### src/rtl/rdc_pkg.sv
// Shared types and constants of the reliable datagram channel.
package rdc_pkg;

   typedef enum logic [1:0] {
      OP_RECEIVE    = 2'd0,
      OP_QUEUE      = 2'd1,
      OP_SEND_UNREL = 2'd2,
      OP_TICK       = 2'd3
   } op_type;

   typedef enum logic [2:0] {
      ACT_NONE          = 3'd0,
      ACT_SEND_FRAG     = 3'd1,
      ACT_SEND_ACK      = 3'd2,
      ACT_SEND_UNREL    = 3'd3,
      ACT_DELIVER_UNREL = 3'd4,
      ACT_STORE         = 3'd5
   } action_type;

   localparam logic [1:0] CSR_MSS       = 2'd0;
   localparam logic [1:0] CSR_QUEUE_LIM = 2'd1;
   localparam logic [1:0] CSR_RETX      = 2'd2;

   localparam logic [31:0] HDR_BYTES = 32'd8;
   localparam logic [31:0] F_DATA    = 32'h0001_0000;
   localparam logic [31:0] F_ACK     = 32'h0002_0000;
   localparam logic [31:0] F_EOM     = 32'h0008_0000;
   localparam logic [31:0] F_UNREL   = 32'h0010_0000;
   localparam logic [31:0] F_CTL     = 32'h8000_0000;

   typedef struct packed {
      action_type   action;
      logic [31:0]  hdr;
      logic [31:0]  seq;
      logic [12:0]  off;
      logic [13:0]  len;
      logic         done;
   } res_type;

endpackage

### src/rtl/rdc_len_ram.sv
// Message length store: one write port, one registered read port.
module rdc_len_ram #(
   parameter int DEPTH = 16,
   parameter int AW    = 4,
   parameter int DW    = 14
) (
   input  logic          clock,
   input  logic          wr_en,
   input  logic [AW-1:0] wr_addr,
   input  logic [DW-1:0] wr_data,
   input  logic [AW-1:0] rd_addr,
   output logic [DW-1:0] rd_data
);

   logic [DW-1:0] mem [DEPTH];
   logic [DW-1:0] rd_data_ff;

   always_ff @(posedge clock) begin
      if (wr_en) begin
         mem[wr_addr] <= wr_data;
      end
      rd_data_ff <= mem[rd_addr];
   end

   assign rd_data = rd_data_ff;

endmodule

### src/rtl/reliable_datagram_channel_unit.sv
// Top level of the stop-and-wait reliable datagram channel engine.
//
// req_ channel: one word per item; tuser is the operation (receive header,
// queue reliable message, send unreliable, tick), tdata the header word,
// sequence word and item length. rsp_ channel: one or two result words per
// item, tuser is the action, tlast marks the item's final result.
// csr_ channel: register writes, taken at once; the user must write only
// while idle, which the block does not enforce. An accepted item executes
// in the next cycle, once the result buffer is empty; its results are
// visible the cycle after. A new item is accepted only after the last has
// executed; each extra result delays the next. This pacing is set by the
// length store's registered read, which must see the previous item's state.
// Reset clears all sequence counters, the queue and the result buffer.
// When the receiver stalls, results hold in the buffer; one more item is
// accepted and then waits for the buffer to drain.
module reliable_datagram_channel_unit #(
   parameter int QUEUE_DEPTH      = 16,
   parameter int WIRE_PAYLOAD_MAX = 1024,
   parameter int MESSAGE_MAX      = 8192,
   parameter int REASSEMBLY_BYTES = 8192
) (
   input  logic        clock,
   input  logic        reset,
   input  logic        req_tvalid,
   output logic        req_tready,
   input  logic [79:0] req_tdata,   // header_word, sequence_word, item_length
   input  logic [1:0]  req_tuser,   // operation
   output logic        rsp_tvalid,
   input  logic        rsp_tready,
   // out_header, out_sequence, data_offset, data_length, message_complete,
   // accepted, zero pad
   output logic [95:0] rsp_tdata,
   output logic [2:0]  rsp_tuser,   // action
   output logic        rsp_tlast,
   input  logic        csr_valid,
   output logic        csr_ready,
   input  logic [1:0]  csr_index,
   input  logic [19:0] csr_wdata
);

   localparam int QW = (QUEUE_DEPTH > 1) ? $clog2(QUEUE_DEPTH) : 1;
   localparam int CW = $clog2(QUEUE_DEPTH + 1);
   localparam int LW = $clog2(MESSAGE_MAX + 1);
   localparam int RW = $clog2(REASSEMBLY_BYTES + 1);
   localparam logic [QW-1:0] LAST_IDX = QW'(QUEUE_DEPTH - 1);

   // configuration
   logic [10:0] mss_ff, mss_in;
   logic [19:0] qlim_ff, qlim_in;
   logic [15:0] retx_ff, retx_in;

   // channel state
   logic [QW-1:0] head_ff, head_in;
   logic [CW-1:0] count_ff, count_in;
   logic [LW-1:0] hlen_ff, hlen_in;
   logic [19:0]   queued_ff, queued_in;
   logic [LW-1:0] soff_ff, soff_in;
   logic [10:0]   flen_ff, flen_in;
   logic          fwait_ff, fwait_in;
   logic [31:0]   fseq_ff, fseq_in;
   logic [31:0]   sseq_ff, sseq_in;
   logic [31:0]   useq_ff, useq_in;
   logic [31:0]   urseq_ff, urseq_in;
   logic [31:0]   rseq_ff, rseq_in;
   logic [RW-1:0] rlen_ff, rlen_in;
   logic          disc_ff, disc_in;
   logic [15:0]   ticks_ff, ticks_in;

   // input stage
   logic                stage_ff, stage_in;
   rdc_pkg::op_type     op_ff;
   logic [31:0]         ihdr_ff;
   logic [31:0]         iseq_ff;
   logic [15:0]         ilen_ff;

   // result buffer
   rdc_pkg::res_type    slot_ff [2];
   rdc_pkg::res_type    slot_in [2];
   logic [1:0]          ocnt_ff, ocnt_in;
   logic                acc_ff, acc_in;

   // length store
   logic          ram_we;
   logic [QW-1:0] ram_waddr;
   logic [QW-1:0] head_nxt;
   logic [LW-1:0] ram_rdata;

   logic req_fire, rsp_fire, exec;

   assign req_tready = !stage_ff;
   assign req_fire   = req_tvalid && req_tready;
   assign rsp_fire   = rsp_tvalid && rsp_tready;
   assign exec       = stage_ff && (ocnt_ff == 2'd0);
   assign csr_ready  = 1'b1;
   assign head_nxt   = (head_ff == LAST_IDX) ? '0 : head_ff + QW'(1);

   rdc_len_ram #(
      .DEPTH (QUEUE_DEPTH),
      .AW    (QW),
      .DW    (LW)
   ) u_len_ram (
      .clock   (clock),
      .wr_en   (ram_we),
      .wr_addr (ram_waddr),
      .wr_data (LW'(ilen_ff)),
      .rd_addr (head_nxt),
      .rd_data (ram_rdata)
   );

   always_comb begin
      mss_in  = mss_ff;
      qlim_in = qlim_ff;
      retx_in = retx_ff;
      if (csr_valid && csr_ready) begin
         unique case (csr_index)
            rdc_pkg::CSR_MSS:       mss_in  = csr_wdata[10:0];
            rdc_pkg::CSR_QUEUE_LIM: qlim_in = csr_wdata;
            rdc_pkg::CSR_RETX:      retx_in = csr_wdata[15:0];
            default:                ;
         endcase
      end
   end

   // item execution
   logic [10:0]   eff_mss;
   logic [15:0]   pay;
   logic [15:0]   hflags;
   logic          bad_pkt;
   logic [LW:0]   ack_sum;
   logic [CW-1:0] cnt_a;
   logic [LW-1:0] hlen_a;
   logic [LW-1:0] soff_a;
   logic          fwait_a;
   logic          want_send;
   logic [LW-1:0] remain;
   logic [10:0]   fl_new;
   logic          eom_new;
   logic          eom_in;
   logic [17:0]   room;
   logic [20:0]   q_sum;
   logic [CW:0]   tail_sum;
   logic [15:0]   ticks_n;
   logic [1:0]    n;
   logic          ok;
   rdc_pkg::res_type res [2];

   always_comb begin
      head_in   = head_ff;
      count_in  = count_ff;
      hlen_in   = hlen_ff;
      queued_in = queued_ff;
      soff_in   = soff_ff;
      flen_in   = flen_ff;
      fwait_in  = fwait_ff;
      fseq_in   = fseq_ff;
      sseq_in   = sseq_ff;
      useq_in   = useq_ff;
      urseq_in  = urseq_ff;
      rseq_in   = rseq_ff;
      rlen_in   = rlen_ff;
      disc_in   = disc_ff;
      ticks_in  = ticks_ff;
      ram_we    = 1'b0;
      res[0]    = '0;
      res[1]    = '0;
      n         = 2'd0;
      ok        = 1'b0;
      want_send = 1'b0;
      cnt_a     = count_ff;
      hlen_a    = hlen_ff;
      soff_a    = soff_ff;
      fwait_a   = fwait_ff;
      remain    = '0;
      fl_new    = '0;
      eom_new   = 1'b0;
      ack_sum   = (LW+1)'(soff_ff) + (LW+1)'(flen_ff);

      if (mss_ff == 11'd0) begin
         eff_mss = 11'd1;
      end else if (32'(mss_ff) > 32'(WIRE_PAYLOAD_MAX)) begin
         eff_mss = 11'(WIRE_PAYLOAD_MAX);
      end else begin
         eff_mss = mss_ff;
      end

      pay      = ilen_ff - 16'(rdc_pkg::HDR_BYTES);
      hflags   = ihdr_ff[31:16];
      bad_pkt  = (ilen_ff < 16'(rdc_pkg::HDR_BYTES)) || (ihdr_ff[15:0] != ilen_ff) ||
                 ihdr_ff[31];
      eom_in   = ihdr_ff[19];
      room     = 18'(REASSEMBLY_BYTES) - 18'(rlen_ff);
      q_sum    = 21'(queued_ff) + 21'(ilen_ff);
      tail_sum = (CW+1)'(head_ff) + (CW+1)'(count_ff);
      if (tail_sum >= (CW+1)'(QUEUE_DEPTH)) begin
         tail_sum = tail_sum - (CW+1)'(QUEUE_DEPTH);
      end
      ram_waddr = QW'(tail_sum);
      ticks_n   = (ticks_ff == 16'hFFFF) ? ticks_ff : ticks_ff + 16'd1;

      if (exec) begin
         unique case (op_ff)
            rdc_pkg::OP_RECEIVE: begin
               if (!bad_pkt) begin
                  if (ihdr_ff[17]) begin
                     if (hflags == 16'h0002 && pay == 16'd0) begin
                        ok = 1'b1;
                        if (fwait_ff && iseq_ff == fseq_ff) begin
                           fwait_a   = 1'b0;
                           soff_a    = LW'(ack_sum);
                           want_send = 1'b1;
                           if (count_ff != '0 && ack_sum == (LW+1)'(hlen_ff)) begin
                              queued_in = queued_ff - 20'(hlen_ff);
                              head_in   = head_nxt;
                              cnt_a     = count_ff - CW'(1);
                              soff_a    = '0;
                              hlen_a    = ram_rdata;
                           end
                        end
                     end
                  end else if (ihdr_ff[20]) begin
                     if (hflags == 16'h0010 && 32'(pay) <= 32'(WIRE_PAYLOAD_MAX)) begin
                        ok = 1'b1;
                        if (iseq_ff >= urseq_ff) begin
                           urseq_in = iseq_ff + 32'd1;
                           res[0]   = '{rdc_pkg::ACT_DELIVER_UNREL, 32'd0, iseq_ff,
                                        13'd0, pay[13:0], 1'b0};
                           n        = 2'd1;
                        end
                     end
                  end else if (ihdr_ff[16] && (hflags & 16'hFFF6) == 16'd0) begin
                     res[0] = '{rdc_pkg::ACT_SEND_ACK,
                                rdc_pkg::F_ACK + rdc_pkg::HDR_BYTES, iseq_ff,
                                13'd0, 14'd0, 1'b0};
                     n  = 2'd1;
                     ok = 1'b1;
                     if (iseq_ff == rseq_ff) begin
                        rseq_in = rseq_ff + 32'd1;
                        if (disc_ff) begin
                           if (eom_in) begin
                              disc_in = 1'b0;
                           end
                        end else if (18'(pay) > room) begin
                           rlen_in = '0;
                           disc_in = !eom_in;
                           ok      = 1'b0;
                        end else begin
                           res[1]  = '{rdc_pkg::ACT_STORE, 32'd0, iseq_ff,
                                       13'(rlen_ff), pay[13:0], eom_in};
                           n       = 2'd2;
                           rlen_in = eom_in ? '0 : RW'(18'(rlen_ff) + 18'(pay));
                        end
                     end
                  end
               end
            end
            rdc_pkg::OP_QUEUE: begin
               if (ilen_ff != 16'd0 && 32'(ilen_ff) <= 32'(MESSAGE_MAX) &&
                   32'(count_ff) < 32'(QUEUE_DEPTH) && q_sum <= 21'(qlim_ff)) begin
                  ok        = 1'b1;
                  ram_we    = 1'b1;
                  queued_in = 20'(q_sum);
                  cnt_a     = count_ff + CW'(1);
                  if (count_ff == '0) begin
                     hlen_a = LW'(ilen_ff);
                  end
                  want_send = 1'b1;
               end
            end
            rdc_pkg::OP_SEND_UNREL: begin
               if (ilen_ff != 16'd0 && ilen_ff <= 16'(eff_mss)) begin
                  ok      = 1'b1;
                  res[0]  = '{rdc_pkg::ACT_SEND_UNREL,
                              rdc_pkg::F_UNREL + rdc_pkg::HDR_BYTES + 32'(ilen_ff),
                              useq_ff, 13'd0, ilen_ff[13:0], 1'b0};
                  n       = 2'd1;
                  useq_in = useq_ff + 32'd1;
               end
            end
            rdc_pkg::OP_TICK: begin
               if (!fwait_ff) begin
                  want_send = 1'b1;
               end else begin
                  ticks_in = ticks_n;
                  if (ticks_n >= retx_ff && count_ff != '0) begin
                     ticks_in = 16'd0;
                     res[0]   = '{rdc_pkg::ACT_SEND_FRAG,
                                  (ack_sum == (LW+1)'(hlen_ff) ?
                                   rdc_pkg::F_DATA | rdc_pkg::F_EOM : rdc_pkg::F_DATA) +
                                  rdc_pkg::HDR_BYTES + 32'(flen_ff),
                                  fseq_ff, 13'(soff_ff), 14'(flen_ff), 1'b0};
                     n        = 2'd1;
                  end
               end
            end
            default: ;
         endcase

         // start the next fragment of the head message
         if (want_send && cnt_a != '0 && !fwait_a) begin
            remain   = (hlen_a > soff_a) ? hlen_a - soff_a : '0;
            fl_new   = (32'(remain) < 32'(eff_mss)) ? 11'(remain) : eff_mss;
            eom_new  = (LW'(fl_new) == remain);
            flen_in  = fl_new;
            fseq_in  = sseq_ff;
            sseq_in  = sseq_ff + 32'd1;
            ticks_in = 16'd0;
            fwait_a  = 1'b1;
            res[n[0]] = '{rdc_pkg::ACT_SEND_FRAG,
                          (eom_new ? rdc_pkg::F_DATA | rdc_pkg::F_EOM : rdc_pkg::F_DATA) +
                          rdc_pkg::HDR_BYTES + 32'(fl_new),
                          sseq_ff, 13'(soff_a), 14'(fl_new), 1'b0};
            n = n + 2'd1;
         end
         if (n == 2'd0) begin
            n = 2'd1;
         end
         count_in = cnt_a;
         hlen_in  = hlen_a;
         soff_in  = soff_a;
         fwait_in = fwait_a;
      end
   end

   always_comb begin
      stage_in   = stage_ff;
      ocnt_in    = ocnt_ff;
      acc_in     = acc_ff;
      slot_in[0] = slot_ff[0];
      slot_in[1] = slot_ff[1];
      if (exec) begin
         stage_in   = 1'b0;
         ocnt_in    = n;
         acc_in     = ok;
         slot_in[0] = res[0];
         slot_in[1] = res[1];
      end else if (rsp_fire) begin
         ocnt_in    = ocnt_ff - 2'd1;
         slot_in[0] = slot_ff[1];
      end
      if (req_fire) begin
         stage_in = 1'b1;
      end
   end

   always_ff @(posedge clock) begin
      if (reset) begin
         mss_ff    <= 11'd1024;
         qlim_ff   <= 20'd524288;
         retx_ff   <= 16'd1000;
         head_ff   <= '0;
         count_ff  <= '0;
         queued_ff <= '0;
         soff_ff   <= '0;
         flen_ff   <= '0;
         fwait_ff  <= 1'b0;
         fseq_ff   <= '0;
         sseq_ff   <= '0;
         useq_ff   <= '0;
         urseq_ff  <= '0;
         rseq_ff   <= '0;
         rlen_ff   <= '0;
         disc_ff   <= 1'b0;
         ticks_ff  <= '0;
         stage_ff  <= 1'b0;
         ocnt_ff   <= '0;
      end else begin
         mss_ff    <= mss_in;
         qlim_ff   <= qlim_in;
         retx_ff   <= retx_in;
         head_ff   <= head_in;
         count_ff  <= count_in;
         queued_ff <= queued_in;
         soff_ff   <= soff_in;
         flen_ff   <= flen_in;
         fwait_ff  <= fwait_in;
         fseq_ff   <= fseq_in;
         sseq_ff   <= sseq_in;
         useq_ff   <= useq_in;
         urseq_ff  <= urseq_in;
         rseq_ff   <= rseq_in;
         rlen_ff   <= rlen_in;
         disc_ff   <= disc_in;
         ticks_ff  <= ticks_in;
         stage_ff  <= stage_in;
         ocnt_ff   <= ocnt_in;
      end
   end

   always_ff @(posedge clock) begin
      hlen_ff    <= hlen_in;
      acc_ff     <= acc_in;
      slot_ff[0] <= slot_in[0];
      slot_ff[1] <= slot_in[1];
      if (req_fire) begin
         op_ff   <= rdc_pkg::op_type'(req_tuser);
         ihdr_ff <= req_tdata[31:0];
         iseq_ff <= req_tdata[63:32];
         ilen_ff <= req_tdata[79:64];
      end
   end

   assign rsp_tvalid = (ocnt_ff != 2'd0);
   assign rsp_tlast  = (ocnt_ff == 2'd1);
   assign rsp_tuser  = slot_ff[0].action;
   assign rsp_tdata  = {3'd0, acc_ff, slot_ff[0].done, slot_ff[0].len, slot_ff[0].off,
                        slot_ff[0].seq, slot_ff[0].hdr};

endmodule

### config.mk
export PLATFORM = sky130hd
export DESIGN_NAME = reliable_datagram_channel_unit
export DESIGN_NICKNAME = d
export VERILOG_FILES = /design/src/rtl/rdc_pkg.sv /design/src/rtl/rdc_len_ram.sv /design/src/rtl/reliable_datagram_channel_unit.sv
export SDC_FILE = /design/constraint.sdc
export NUM_CORES = 2
export LEC_CHECK = 0
export BUFFER_PORTS_ARGS = -buffer_cell sky130_fd_sc_hd__buf_2
export CELL_PAD_IN_SITES_DETAIL_PLACEMENT = 1
export CELL_PAD_IN_SITES_GLOBAL_PLACEMENT = 1
export CORE_MARGIN = 1.5
export CORE_UTILIZATION = 50
export CTS_BUF_LIST = sky130_fd_sc_hd__clkbuf_16
export CTS_CLUSTER_DIAMETER = 30
export DETAILED_ROUTE_END_ITERATION = 10
export GPL_ROUTABILITY_DRIVEN = 1
export PLACE_DENSITY = 0.8
export SETUP_SLACK_MARGIN = 0.2
export SLEW_MARGIN = 20
export SYNTH_ARGS = -nofsm -noshare
export SYNTH_HDL_FRONTEND = slang
export SYNTH_SLANG_ARGS = --single-unit
### constraint.sdc
create_clock -name clock -period 12 [get_ports clock]
set_input_delay 1.8 -clock clock [delete_from_list [all_inputs] [get_ports clock]]
set_output_delay 1.8 -clock clock [all_outputs]
set_load 0.005 [all_outputs]
==> results.md <==
CTS:
- CTS built an H-tree with a depth of 4.
- Buffers inserted during clock tree synthesis total 171.
- The clock root buffer master is clkbuf_16.
- Buffers inserted to repair hold after CTS numbered 0.
- The CTS tree is done.
- For this design, the sink count on the clock tree is 790.
- The later-pin clock latency in the skew report is roughly 0.79 ns.
- The worst-case clock buffer depth is 3.
- The clock transition at the registers of the reported paths is 0.05 ns.

Logic synthesis:
- The flop and latch count out of synthesis is 790.
- Counting flops with a built-in enable in the synthesized netlist gives 480.
- Counting every instance in the synthesized netlist gives just over 4000.
- Dividing the synthesized area by the synthesized cell count gives between 10 and 15 um2.
- During synthesis, Yosys emitted a total of 0 warnings.
- The most common flop cell mapped by yosys is edfxtp_1.
- The share of synthesized registers carrying an async set or reset is 0%.
- The total standard cell area after synthesis is 42000 um2.
- The number of distinct library cells after synthesis is 99.
- The part of the Yosys area used for sequential elements is 49.1%.

STA:
- The final worst-path cycle share is between 90% and 100%.
- Setup repair after global routing left no endpoint under its margin.
- The worst relative slew slack is 16.8%.
- The max-slew violation count is 0.
- The peak clock frequency supported by timing is about 90 MHz.
- The routed design could run at a clock period as short as 11.08 ns.
- The setup skew after layout is 0.0522 ns.
- The number of setup violations in the final report is 0.
- The number of hold violations in the final report is 0.
- The setup TNS after final layout is 0 ns.
- The transition time of the tightest slew-check pin is 1.25 ns.

Critical path:
- The depth of the critical timing path with buffers and inverters included is 52.
- In this design, the stage delay of the slowest critical-path cell is 0.42 ns.
- The category of the most critical setup path is register to register.
- Together, buffers and inverters on the worst path number 3.
- In this run the worst path has a maximum fanout of 23.
- The data arrival time of the worst path is 11.60 ns.
- The depth of the most critical reg-to-reg path is between 50 and 60.
- The worst register-to-register path ends at slot_ff[0][67].
- By instance count, the cell type seen most on the critical path is a21o_1.
- STA puts the critical path data required time at around 13 ns.
- The origin of the critical flop-to-flop path is ilen_ff[1].
- The register-to-register setup slack is between 0.9 and 1 ns.
- For this design, the slowest cell found on the critical path is o41ai_2.
- The beginning of the critical path is ilen_ff[1].
- The kind of cell with the highest combined delay along the critical path is compound AO/OA/AOI/OAI gates.
- STA classifies the critical path startpoint as a register.
- The worst setup path is captured at a register.
- The critical path endpoint is slot_ff[0][67].

Place:
- The port buffer count is ~200.
- The half-perimeter wire length after detailed placement is 97800 um.
- The congestion estimate from routability-driven global placement came to 0.954.
- The instance area at placement is 43500 um2.

Pwr:
- The switching portion of total power is between 20 and 30%.
- The clock network accounts for 52.7% of the total power.
- Summed over all cells, the static leakage comes to 18.7 nW.
- Combinational logic burns 13.9% of the power.
- The fraction of power consumed by sequential logic is 33.4%.
- The analysis attributes to net switching a power of 0.00270 W.
- Power spread over the standard cell area amounts to approximately 190 nW/um2.
- The largest vdd supply drop is 0.152 mV.
- The internal portion of the total power is about 0.0068 W.

Floorplan:
- The overall die width is ~290 um.
- 212 I/O pins were placed.
- The die outline area is about 86000 um2.
- The die extent in y is 293 um.
- For this configuration, the core starts out at a cell density of just over 50%.
- After floorplanning, the core was divided into approximately 110 placement rows.
- The region available for standard cell placement spans roughly 83000 um2.

Final layout:
- The share of layout cells above drive strength 1 is 16.7%.
- The final-stage net count is roughly 4500.
- The layout has 8700 filler cells.
- Leaving out fill and tap cells, the most frequent cell in the layout is edfxtp_1.
- The design area is around 50000 um2.
- Compared with the post-synthesis result, the final layout area differs by 18.7%.
- In the layout the commonest cells are edfxtp_1 (480), nor2_1 (430), nand2_1 (320).

Global route:
- The global-route total usage across every layer is 35.5%.
- The initial antenna violation count is 15.
- The total grt overflow is 0.
- Entering global routing, the biggest net connects 88 pins.
- The first global-routing pass estimated 229000 um of wire.
- The via count of the first global-routing pass was 35600.

Routing:
- The ratio of routed vias to standard cells is 6.47.
- The detail route stage leaves a number of antenna-violating nets equal to 0.
- The iteration-0 DRC count of the detailed router is between 4000 and 5000.
- The total routed wirelength is 154000 um.
- The number of remaining DRC errors is 0.
- For this block, the via count after detailed routing is 35100.
- In the final routed layout, each cell accounts on average for 28.5 um.
- The iteration count of the initial detailed-routing pass is 7.

Run:
- The max-capacitance violation count is 0.

Min path:
- The type of the most critical hold path is register to register.
- Counting instances, the worst hold path has a depth of 2.

Outcome:
- The flow ran to the end, and the final reports show no timing, DRC or antenna violations.
-- tightest hold or removal path, stage by stage, from the launching register on --
cell and delay, ns:
dfxtp_1 0.30, nand2_1 0.05, a21oi_1 0.05
-- cells in the mapped netlist, types with 52 or more instances --
cell type | n | area, um2
a211oi_1 | 73 | 548
a21oi_1 | 208 | 1040
a221oi_1 | 52 | 455
and2_1 | 69 | 432
buf_4 | 100 | 751
clkbuf_1 | 200 | 751
dfxtp_1 | 310 | 6210
edfxtp_1 | 480 | 14400
ha_1 | 190 | 2380
inv_1 | 175 | 657
mux4_2 | 70 | 1580
nand2_1 | 322 | 1210
nand3_1 | 106 | 531
nand4_1 | 64 | 400
nor2_1 | 450 | 1690
nor3_1 | 90 | 450
o21ai_0 | 100 | 500
xnor2_1 | 145 | 1270
xor2_1 | 169 | 1480
-- power by group through the flow --
stage	Clock, W	Combinational (W)	Sequential, W
6_report	0.00501	0.00132	0.00317
5_1_grt	0.00515	0.00140	0.00318
4_1_cts	0.00503	0.00125	0.00317
3_5_place_dp	0	0.00122	0.00322
3_3_place_gp	0	0.00120	0.00321
2_1_floorplan	0	0.000872	0.00317
-- cell families after synthesis --
family / synth area share (%)
AND/OR/NAND/NOR: 15.3
flip-flops: 49.1
AO/OA/AOI/OAI: 13.0
buffers and inverters: 5.41
XOR/XNOR: 6.63
adder cells (fa/ha/maj): 5.95
multiplexers: 4.56
other: 0.0179
-- layer usage --
metal	part of all wire, %	vias to the layer above	track usage (%)
li1	-	14900	-
met1	39	17500	46.5
met2	45	2099	54.9
met3	11	481	8.80
met4	4.7	10	17.6
met5	0.043	-	0
-- flip-flops by register name (all words and copies together), names as in the netlist, 14 cells and up --
signal / flops
fseq_ff: 32
hlen_ff: 14
ihdr_ff: 32
ilen_ff: 16
iseq_ff: 32
qlim_ff: 20
queued_ff: 20
retx_ff: 16
rlen_ff: 14
rseq_ff: 32
slot_ff: 159
soff_ff: 14
sseq_ff: 32
ticks_ff: 16
u_len_ram.mem: 224
u_len_ram.rd_data: 14
urseq_ff: 32
useq_ff: 32
-- per-stage QoR --
stage	hold slack, ns	std cells	total power (W)	utilization [%]	worst slack, ns
final	0.456	5420	0.00951	59.7	0.921
after floorplan	0.436	4059	0.00405	-	0.934
after CTS	0.456	5403	0.00945	59.4	0.247
after global routing	0.475	5415	0.00973	59.7	0.197
after detailed placement	0.447	5080	0.00444	52.1	0.173
after global placement	0.443	5080	0.00441	52.1	0.586
-- cell type report --
cell class,count,area [um2],area share [%]
antenna,5,12.5,0.0251
clock buffer,172,4300,8.64
clock inverter,151,1780,3.58
inverter,177,669,1.34
multi-input combinational,2770,19500,39.1
sequential,790,20600,41.4
tap,1080,1350,2.71
timing repair buffer,275,1620,3.26
-- timing repair --
item,4_1_cts,5_1_grt
pin swaps,0,4
gates resized for setup,1,20
setup endpoints to repair,5,15
setup buffers,0,10
-- worst min-delay path by stage --
| stage | start | to | slack [ns] |
|---|---|---|---|
| 3_3_place_gp | qlim_ff[12] | qlim_ff[12] | 0.44 |
| 6_report | retx_ff[10] | retx_ff[10] | 0.46 |
| 5_1_grt | retx_ff[13] | retx_ff[13] | 0.48 |
| 4_1_cts | retx_ff[13] | retx_ff[13] | 0.46 |
| 3_5_place_dp | retx_ff[13] | retx_ff[13] | 0.45 |
| 2_1_floorplan | qlim_ff[10] | qlim_ff[10] | 0.44 |
No activity file was read; power rests on OpenSTA's default activity.
